===== config.mk =====
export PLATFORM = sky130hd
export DESIGN_NAME = depq_ram
export DESIGN_NICKNAME = d
export VERILOG_FILES = /design/src/rtl/depq_ram.sv
export SDC_FILE = /design/constraint.sdc
export NUM_CORES = 1
export LEC_CHECK = 0
export ABC_AREA = 0
export BUFFER_PORTS_ARGS = -buffer_cell sky130_fd_sc_hd__buf_2
export CAP_MARGIN = 15
export CORE_MARGIN = 10
export CORE_UTILIZATION = 65
export DETAILED_ROUTE_END_ITERATION = 6
export PLACE_DENSITY = 0.8
export SYNTH_ARGS = -nofsm -noshare
export SYNTH_HDL_FRONTEND = slang
export SYNTH_SLANG_ARGS = --single-unit

===== constraint.sdc =====
create_clock -name clk -period 3.5 [get_ports clk]
set_input_delay 0.7 -clock clk [delete_from_list [all_inputs] [get_ports clk]]
set_output_delay 0.7 -clock clk [all_outputs]
set_load 0.03 [all_outputs]

===== src/rtl/depq_ram.sv =====
// Generic simple dual-port RAM: one write port, one read port, registered read.
// No dependencies.
module depq_ram #(
  parameter int unsigned WIDTH = 8,
  parameter int unsigned DEPTH = 16
) (
  input  logic                     clk,
  input  logic                     we,
  input  logic [$clog2(DEPTH)-1:0] waddr,
  input  logic [WIDTH-1:0]         wdata,
  input  logic                     re,
  input  logic [$clog2(DEPTH)-1:0] raddr,
  output logic [WIDTH-1:0]         rdata
);
  logic [WIDTH-1:0] mem [DEPTH];

  always_ff @(posedge clk) begin
    if (we) begin
      mem[waddr] <= wdata;
    end
    if (re) begin
      rdata <= mem[raddr];
    end
  end
endmodule


# ---- Word level (Yosys, flattened, before mapping)
# Memory sizes are Yosys's and may differ from the RTL's. A register that Yosys moved wholly into a read port is not among the register bits.
# Index checks and enable logic that the tools add are counted.
dict set report op_classes {
  n_mux 2
}
# op n
set ops {}
lappend ops {{1-bit 2-to-1 mux} 2}
dict set report totals {
  regBits 0
  mem_bits_rw 128
  inputBits 19
  memories 1
}
# memory depth word_bits read_ports rd_ports_with_merged_regs wr line_no
set memory_table {}
lappend memory_table {mem 16 8 1 1 1 15} ;# logic [WIDTH-1:0] mem [DEPTH];

# ---- Depth between registers and ports, before layout
# Gate-level depths: netlist of run 1.
dict set report logic_depth {
  ltp_word 2
  mapped_depth 5
  depth_no_buf 3
}

# ---- Worst setup path after synthesis of run 1
# Ideal clock, no wire load.
dict set report synth_timing {
  kind {input to register}
  startpoint {input port waddr[2]}
  endpoint {memory mem[0][0], enable pin}
  setup_ns 0.383
  arrival_time_ns 1.810
  required_time_ns 3.117
  path_slack_ns 1.307
  path_stages 2
  cell_sequence {or3b_2 nor3_1}
}
# element line_no
set synth_rtl {}
lappend synth_rtl {{start: declaration} 9} ;# input logic [$clog2(DEPTH)-1:0] waddr,
lappend synth_rtl {{end: declaration} 15}
# Straight into the memory's write port.

==> results of run 1 <==
## placed cells by master, fill, tap and decap left out
| cell | count |
|---|---|
| mux4_2 | 18 |
| and2_1 | 1 |
| clkinv_2 | 4 |
| edfxtp_1 | 136 |
| inv_6 | 2 |
| bufinv_16 | 1 |
| nor3_1 | 4 |
| buf_12 | 1 |
| clkbuf_16 | 16 |
| mux4_1 | 14 |
| clkinv_1 | 1 |
| nand3_1 | 1 |
| nand2_1 | 9 |
| clkbuf_8 | 1 |
| nand2b_1 | 2 |
| nor2b_1 | 1 |
| nand3b_1 | 2 |
| clkinv_4 | 3 |
| clkinvlp_4 | 4 |
| or3b_2 | 1 |
| buf_2 | 26 |
| and2b_1 | 1 |
| buf_4 | 4 |
| nor2_1 | 13 |
| a22oi_1 | 16 |
## metal layers
metal | global-route usage | wire length [um] | share of wire
met2 | 0.296 | 5160 | 0.49
met3 | 0.0638 | 952 | 0.090
met5 | 0 | 0 | 0
met4 | 0.0558 | 154 | 0.015
met1 | 0.257 | 4300 | 0.41
## cell usage after synthesis
library cell / number
a22oi_1: 16
and2_1: 1
and2b_1: 1
buf_2: 3
buf_4: 1
buf_6: 3
clkdlybuf4s25_2: 3
edfxtp_1: 136
mux4_1: 14
mux4_2: 18
nand2_1: 9
nand2b_1: 2
nand3_1: 1
nand3b_1: 2
nor2_1: 13
nor2b_1: 1
nor3_1: 4
or3b_2: 1
## flip-flops by register name, indices dropped and copies added (netlist names)
name / cells
mem: 128
rdata: 8
## layout make-up
type | count | area share
well taps | 102 | 0.0213
clock buffers | 17 | 0.0691
clock inverters | 15 | 0.0213
multi-input cells | 83 | 0.176
repair buffers | 31 | 0.0301
flip-flops and latches | 136 | 0.682
## worst paths after layout
kind	from	cells after the start	to	slack, ps
worst max-delay path	raddr[0]	5	rdata[3]$_DFFE_PP_	1530
worst min-delay path	re	1	rdata[0]$_DFFE_PP_	560
worst max register to register	mem[0][1]$_DFFE_PP_	3	rdata[1]$_DFFE_PP_	1990
worst min register to register	mem[0][2]$_DFFE_PP_	3	rdata[2]$_DFFE_PP_	770
## logic make-up (layout without fill, tap and decap cells)
| group | Yosys count | count (layout) | share of synthesized area |
|---|---|---|---|
| simple gates | 35 | 35 | 0.0314 |
| buf+inv | 10 | 63 | 0.0165 |
| mux | 32 | 32 | 0.148 |
| flops | 136 | 136 | 0.781 |
| compound gates | 16 | 16 | 0.0230 |
## worst max-delay path: cells and delay by family
kind	cells	cell delay [ps]
AO/OA/AOI/OAI	1	270
multiplexers	1	580
AND/OR/NAND/NOR	1	100
buffers and inverters	2	550
## metrics by stage
step                      setup WS (ps)  area [um^2]  std cells   util
after floorplan                    1310         5230        229      -
after global placement             1040         5450        352  0.702
after detailed placement           1000         5450        352  0.702
after CTS                          1520         5990        384  0.771
after global routing               1460         5990        384  0.771
final                              1530         5990        384  0.771
## power groups by stage
stage,clock (W),sequential (W),combinational [W]
after floorplan,0,0.00189,0.0000926
after global placement,0,0.00188,0.000170
after detailed placement,0,0.00188,0.000173
after CTS,0.00161,0.00185,0.000178
after global routing,0.00168,0.00185,0.000190
final,0.00160,0.00185,0.000176
==> results.py, run 1 <==
metrics = {
    "run_status": {
        "outcome": "finished, final reports clean",
    },
    "critical_path": {
        "worstSetupPathType": "input pin to flip-flop",
        "slowest_delay_ps": 580,
        "crit_path_end_kind": "flip-flop",
        "worstPathCellList": "buf_2, buf_12, mux4_1, a22oi_1, nand2_1",
        "cp_slowest_cell": "mux4_1",
        "cp-start-kind": "input pin",
        "crit_arrival_ps": 2230,
        "crit_fanout": 24,
        "crit_required_ps": 3760,
    },
    "cts": {
        "cts_tree": "done",
        "postCtsHoldBufs": 0,
        "htree_levels": 4,
        "post_cts.repair.setup_buffers": 0,
        "root_buffer": "clkbuf_8",
        "numClockSinks": 136,
        "clk_latency_ps": 510,
        "numCtsBuffers": 17,
        "path_clk_slew_ps": 60,
        "cts_resized": 0,
        "cts.path.max_buffers": 2,
    },
    "floorplan": {
        "io_pins": 27,
        "start_util": 0.673,
        "die-width_um": 110,
        "core_um2": 7770,
        "num_rows": 32,
        "fp.dieArea_um2": 12000,
        "die-height_um": 110,
    },
    "logic_synthesis": {
        "synthesis.nets": 248,
        "netlist_area_um2": 5230,
        "yosys.area.top_type": "edfxtp_1",
        "netlist_instances": 229,
        "yosysWarningCount": 0,
        "synth_seq_cells": 136,
        "syn_avg_cell_area_um2": 22.8,
        "synthTopCellsByArea": "edfxtp_1 (78%), mux4_2 (7.8%), mux4_1 (7.0%), a22oi_1 (2.3%), nor2_1 (0.93%)",
        "synth_top_cell_area_share": 0.781,
        "yosysSeqAreaShare": 0.781,
        "yosysUniqueCellTypes": 18,
    },
    "pwr": {
        "power_density_nw_per_um2": 604,
        "power_switching_w": 0.000781,
        "pwr-share-seq": 0.510,
        "p_total_w": 0.00362,
        "power_frac_comb": 0.049,
        "peakVddDrop_mv": 0.430,
        "p_clk_frac": 0.441,
        "power_leakage_nw": 2.00,
        "power.switching_fraction": 0.216,
        "intPower_w": 0.00284,
    },
    "detailed_routing": {
        "wire_per_inst_um": 27.5,
        "num_vias": 2515,
        "viasPerCell": 6.55,
        "drc_errors": 0,
        "first_pass_iters": 5,
        "drtIter0Drc": 203,
        "ant_nets": 0,
        "drt-total-wl_um": 10600,
    },
    "timing": {
        "clock.fmax_mhz": 507,
        "max_slew_margin": 0.313,
        "fin_setup_tns_ps": 0,
        "rsz0062_at_grt": "no",
        "whs_ps": 559,
        "min_period_ps": 1970,
        "finalSetupViolations": 0,
        "finalCritPeriodShare": 0.563,
        "finalHoldViolations": 0,
        "clock-skew-final_ps": 12.8,
        "slew_viol_final": 0,
        "tightest_slew_ps": 1030,
    },
    "min_path": {
        "hp-class": "input pin to flip-flop",
    },
    "placed_design": {
        "portBuffers": 26,
        "gp_congestion": 0.755,
        "dp_hpwl_um": 6290,
    },
    "global_route": {
        "antenna_found_initial": 0,
        "track_usage": 0.191,
        "grt_pass1_wl_um": 16100,
        "grt-ovfl-total": 0,
        "grt_pass1_vias": 2635,
        "grt_max_degree": 33,
    },
    "cells_and_area": {
        "diodes": 0,
        "fill_cells": 402,
        "multi_input_area_um2": 1060,
        "nets": 288,
        "syn2layout_area_growth_pct": 14.6,
        "drive_gt1_frac": 0.287,
        "seq_area_um2": 4080,
    },
    "job": {
        "cap_violations": 0,
    },
}
Power figures use the tool's default switching activity.
==> inputs of run 2 (changes only) <==
==> config.mk (replaced) <==
export PLATFORM = sky130hd
export DESIGN_NAME = depq_ram
export DESIGN_NICKNAME = d
export VERILOG_FILES = /design/src/rtl/depq_ram.sv
export SDC_FILE = /design/constraint.sdc
export NUM_CORES = 1
export LEC_CHECK = 0
export ABC_AREA = 1
export BUFFER_PORTS_ARGS = -buffer_cell sky130_fd_sc_hd__buf_2
export CAP_MARGIN = 15
export CORE_MARGIN = 10
export CORE_UTILIZATION = 55
export DETAILED_ROUTE_END_ITERATION = 6
export PLACE_DENSITY = 0.71
export SYNTH_ARGS = -nofsm -noshare
export SYNTH_HDL_FRONTEND = slang
export SYNTH_SLANG_ARGS = --single-unit
==> constraint.sdc (replaced) <==
create_clock -name clk -period 1.58 [get_ports clk]
set_input_delay 0.316 -clock clk [delete_from_list [all_inputs] [get_ports clk]]
set_output_delay 0.316 -clock clk [all_outputs]
set_load 0.03 [all_outputs]
==> results.py, run 2 <==
metrics = {
    "critical_path": {
        "cp-start-kind": "flip-flop",
        "startpoint": "rdata[1]$_DFFE_PP_",
        "crit_fanout": 1,
        "rr_startpoint": "mem[13][0]$_DFFE_PP_",
        "worstPathCellList": "buf_2",
        "crit_required_ps": 1260,
        "cp_slowest_cell": "edfxtp_1",
        "regToRegEndpoint": "rdata[0]$_DFFE_PP_",
        "crit_arrival_ps": 1140,
        "r2r_setup_slack_ps": 430,
        "crit_path_end_kind": "output port",
        "crit_family": "flip-flops",
        "crit_buf_inv": 1,
        "rr_worst_depth": 6,
        "worstSetupPathType": "flip-flop to output port",
        "slowest_delay_ps": 420,
    },
    "global_route": {
        "grt-ovfl-total": 0,
        "grt_pass1_vias": 3865,
        "track_usage": 0.186,
        "grt_max_degree": 33,
        "antenna_found_initial": 0,
        "grt_pass1_wl_um": 20700,
    },
    "detailed_routing": {
        "highest_layer": "met4",
        "num_vias": 3860,
        "drtIter0Drc": 398,
        "ant_nets": 0,
        "drt-total-wl_um": 13200,
        "viasPerCell": 5.20,
        "dr_wl_met2_um": 6380,
        "drc_errors": 0,
        "wl_met3_um": 1120,
        "m1WireLength_um": 5500,
        "wire_per_inst_um": 17.7,
        "first_pass_iters": 4,
    },
    "cts": {
        "root_buffer": "clkbuf_8",
        "postCtsHoldBufs": 0,
        "htree_levels": 4,
        "numClockSinks": 136,
        "cts.path.max_buffers": 2,
        "path_clk_slew_ps": 60,
        "post_cts.repair.setup_buffers": 0,
        "numCtsBuffers": 17,
        "cts_tree": "done",
        "clk_latency_ps": 510,
        "cts_resized": 0,
    },
    "floorplan": {
        "core_um2": 10300,
        "io_pins": 27,
        "die-height_um": 123,
        "fp.dieArea_um2": 15200,
        "die-width_um": 123,
        "start_util": 0.566,
        "num_rows": 37,
    },
    "min_path": {
        "min_path_cells": 1,
        "hp-class": "input pin to flip-flop",
        "hold_start": "re",
        "whs_endpoint": "rdata[5]$_DFFE_PP_",
    },
    "logic_synthesis": {
        "synth_seq_cells": 136,
        "syn_avg_cell_area_um2": 10.6,
        "synth_ff_type": "edfxtp_1",
        "yosysSeqAreaShare": 0.698,
        "yosys-top-cells-count": "nand2_1 (173), edfxtp_1 (136), inv_1 (100), nand3_1 (97), nor2_1 (17)",
        "synthesis.nets": 570,
        "yosys.area.top_type": "edfxtp_1",
        "netlist_area_um2": 5850,
        "yosysWarningCount": 0,
        "synthTopCellsByArea": "edfxtp_1 (70%), nand2_1 (11%), nand3_1 (8.3%), inv_1 (6.4%), buf_6 (1.2%)",
        "synth_top_cell_area_share": 0.698,
        "yosysUniqueCellTypes": 11,
        "async_flop_share": 0,
        "netlist_instances": 551,
        "synth_edf_count": 136,
        "synth_most_common_cell": "nand2_1",
    },
    "pwr": {
        "power_density_nw_per_um2": 1220,
        "power_leakage_nw": 2.93,
        "peakVddDrop_mv": 0.692,
    },
    "cells_and_area": {
        "largest_register": "mem",
        "layout_common_cells": "nand2_1 (173), edfxtp_1 (136), inv_1 (100)",
        "drive_gt1_frac": 0.127,
        "largest_reg_flops": 128,
        "top_regs": "mem (128), rdata (8)",
        "multi_input_area_um2": 1210,
        "syn2layout_area_growth_pct": 15.2,
        "fill_cells": 813,
        "nets": 614,
        "diodes": 0,
        "final_common_cell": "nand2_1",
        "seq_area_um2": 4080,
        "stdcell_count": 743,
    },
    "timing": {
        "min_period_ps": 1450,
        "finalSetupViolations": 0,
        "fin_ws_ps": 126,
        "max_slew_margin": 0.592,
        "fin_setup_tns_ps": 0,
        "clock.fmax_mhz": 688,
        "finalCritPeriodShare": 0.921,
        "tightest_slew_ps": 612,
        "rsz0062_at_grt": "no",
        "finalHoldViolations": 0,
        "clock-skew-final_ps": 6.27,
        "slew_viol_final": 0,
    },
    "placed_design": {
        "gp_congestion": 0.842,
        "dp_hpwl_um": 8100,
        "post-place-ws_ps": 43.9,
        "portBuffers": 26,
        "dp.cells": 712,
    },
    "job": {
        "cap_violations": 0,
    },
    "run_status": {
        "outcome": "finished, final reports clean",
    },
}
## run 2: changes by cell type after synthesis, sizes merged, moves of 4 or more
cell   delta
buf      +17
nand3    +96
nor2      +4
a22oi    -16
inv     +102
mux4     -32
nand2   +164
nor3      -4
## run 2: kinds of logic (layout without fill, tap and decap cells)
group / after synthesis / in the layout / share of synthesized area
simple gates: 289 / 289 / 0.208
buf+inv: 126 / 182 / 0.0939
flops: 136 / 136 / 0.698
## run 2: area by class of cell
type                       instances  share of cell area
clock buffer                      20              0.0632
clock inverter                    11              0.0160
tap                              136              0.0253
timing repair buffer              49              0.0524
multi-input combinational        289               0.180
sequential                       136               0.606
inverter                         102              0.0568
## run 2: metal layers
layer  track usage  vias to the layer above
met5             0                        -
met4        0.0604                        0
met3        0.0533                       17
met2         0.304                      162
met1         0.234                     1810
li1              -                     1871
## run 2: through the flow
stage / area, um^2 / utilization / hold slack [ps] / total power, W
after floorplan: 5850 / - / 415 / 0.00448
after global placement: 6200 / 0.601 / 694 / 0.00469
after detailed placement: 6200 / 0.601 / 695 / 0.00470
after CTS: 6740 / 0.653 / 158 / 0.00821
after global routing: 6740 / 0.653 / 149 / 0.00845
final: 6740 / 0.653 / 174 / 0.00819
## run 2: worst max path at each step
stage,end,slack (ps),cells past startpoint
floorplan,mem[10][0]$_DFFE_PP_,310,2
detailed placement,rdata[3]$_DFFE_PP_,40,6
global route,rdata[6],90,1
global placement,rdata[3]$_DFFE_PP_,60,6
finish,rdata[1],130,1
CTS,rdata[1],110,1
## run 2: where the power goes
group | internal [W] | leakage (nW) | switching (W)
clock | 0.00220 | 0.259 | 0.00135
combinational | 0.000154 | 1.43 | 0.000384
sequential | 0.00407 | 1.24 | 0.0000255
==> inputs of run 3 (changes only) <==
--- a/config.mk
+++ b/config.mk
@@ -9,9 +9,9 @@
 export BUFFER_PORTS_ARGS = -buffer_cell sky130_fd_sc_hd__buf_2
 export CAP_MARGIN = 15
 export CORE_MARGIN = 10
-export CORE_UTILIZATION = 55
+export CORE_UTILIZATION = 61
 export DETAILED_ROUTE_END_ITERATION = 6
-export PLACE_DENSITY = 0.71
+export PLACE_DENSITY = 0.75
 export SYNTH_ARGS = -nofsm -noshare
 export SYNTH_HDL_FRONTEND = slang
 export SYNTH_SLANG_ARGS = --single-unit
==> constraint.sdc (replaced) <==
create_clock -name clk -period 1.4 [get_ports clk]
set_input_delay 0.28 -clock clk [delete_from_list [all_inputs] [get_ports clk]]
set_output_delay 0.28 -clock clk [all_outputs]
set_load 0.03 [all_outputs]
==> results.py, run 3 (same netlist as run 2, synthesis figures left out) <==
metrics = {
    "timing": {
        "tightest_slew_ps": 576,
        "finalCritPeriodShare": 0.986,
        "max_slew_margin": 0.615,
        "clock.fmax_mhz": 724,
        "clock-skew-final_ps": 11.5,
        "rsz0062_at_grt": "yes",
        "slew_viol_final": 0,
        "whs_ps": 130,
        "finalSetupViolations": 0,
        "finalHoldViolations": 0,
        "min_period_ps": 1380,
    },
    "min_path": {
        "hp-class": "input pin to flip-flop",
    },
    "pwr": {
        "p_total_w": 0.00939,
        "intPower_w": 0.00717,
        "power_leakage_nw": 2.96,
        "pwr-share-seq": 0.491,
        "p_clk_frac": 0.441,
        "power_frac_comb": 0.067,
        "peakVddDrop_mv": 1.10,
        "power.switching_fraction": 0.237,
        "power_density_nw_per_um2": 1380,
        "power_switching_w": 0.00223,
    },
    "cells_and_area": {
        "final_area_um2": 6790,
        "utilization": 0.732,
        "diodes": 0,
        "multi_input_area_um2": 1210,
        "largest_register": "mem",
        "top_regs": "mem (128), rdata (8)",
        "largest_reg_flops": 128,
        "seq_area_um2": 4080,
        "stdcell_count": 740,
        "layout_common_cells": "nand2_1 (173), edfxtp_1 (136), inv_1 (100)",
        "drive_gt1_frac": 0.137,
        "syn2layout_area_growth_pct": 16.2,
        "fill_cells": 631,
        "final_common_cell": "nand2_1",
        "nets": 617,
    },
    "detailed_routing": {
        "ant_nets": 0,
        "num_vias": 4096,
        "drt-total-wl_um": 13600,
        "viasPerCell": 5.54,
        "wire_per_inst_um": 18.4,
        "drc_errors": 0,
        "drtIter0Drc": 566,
        "first_pass_iters": 7,
    },
    "cts": {
        "post_cts.repair.setup_buffers": 0,
        "htree_levels": 4,
        "clk_latency_ps": 530,
        "root_buffer": "clkbuf_8",
        "cts.path.max_buffers": 2,
        "numClockSinks": 136,
        "numCtsBuffers": 17,
        "postCtsHoldBufs": 0,
        "path_clk_slew_ps": 60,
        "cts_tree": "done",
    },
    "placed_design": {
        "dp_hpwl_um": 8270,
        "gp_congestion": 0.906,
        "dp.cells": 708,
        "portBuffers": 26,
        "placed_cell_area_um2": 6200,
    },
    "job": {
        "cap_violations": 0,
    },
    "critical_path": {
        "crit_path_end_kind": "output port",
        "crit_fanout": 1,
        "slowest_delay_ps": 410,
        "crit_buf_inv": 1,
        "crit_family": "flip-flops",
        "worstPathCellList": "buf_6",
        "cp_slowest_cell": "edfxtp_1",
        "worstSetupPathType": "flip-flop to output port",
        "cp-start-kind": "flip-flop",
        "crit_arrival_ps": 1100,
        "crit_required_ps": 1120,
    },
    "global_route": {
        "grt_max_degree": 36,
        "grt_pass1_wl_um": 21600,
        "grt-ovfl-total": 0,
        "antenna_found_initial": 0,
        "grt_pass1_vias": 4014,
        "track_usage": 0.200,
    },
    "floorplan": {
        "io_pins": 27,
        "start_util": 0.630,
        "num_rows": 35,
        "die-width_um": 118,
        "die-height_um": 118,
        "fp.dieArea_um2": 13900,
        "core_um2": 9280,
    },
    "run_status": {
        "outcome": "finished, final reports clean",
    },
}
==> run 3: timing repair <==
item,in CTS,in global routing
setup endpoints to repair,3,6
resized for setup,6,7
hold endpoints to repair,0,0
==> run 3: metal layers <==
metal	global-route usage	wire, um	vias to the layer above	share of wire
met1	0.259	5560	1929	0.41
met5	0	0	-	0
met2	0.304	6400	262	0.47
met4	0.0958	427	0	0.031
li1	-	-	1875	-
met3	0.0547	1220	30	0.089
==> run 3: layout make-up <==
type,count,area share
sequential,136,0.601
multi-input combinational,289,0.179
clock buffer,17,0.0610
timing repair buffer,52,0.0578
inverter,102,0.0564
tap,129,0.0238
clock inverter,15,0.0210
==> run 3: power groups by stage <==
stage	Clock [W]	Sequential (W)	Combinational, W
after global routing	0.00440	0.00462	0.000689
after CTS	0.00419	0.00461	0.000620
after floorplan	0	0.00473	0.000322
after detailed placement	0	0.00470	0.000600
final	0.00414	0.00462	0.000632
after global placement	0	0.00469	0.000586
==> run 3: final timing paths <==
check                                     startpoint                  to  slack (ps)  cells after the start
worst max-delay path              rdata[2]$_DFFE_PP_            rdata[2]          20                      1
worst min-delay path                              re  rdata[3]$_DFFE_PP_         130                      1
worst min register to register  mem[10][7]$_DFFE_PP_  rdata[7]$_DFFE_PP_         750                      6
worst max register to register  mem[14][6]$_DFFE_PP_  rdata[6]$_DFFE_PP_         190                      6
==> run 3: metrics by stage <==
| stage | TNS, ps | worst slack (ps) |
|---|---|---|
| after global routing | -18.1 | -7.74 |
| after global placement | -457 | -130 |
| after CTS | -4.11 | -4.11 |
| after detailed placement | -685 | -197 |
| after floorplan | 0 | 169 |
| final | 0 | 19.2 |
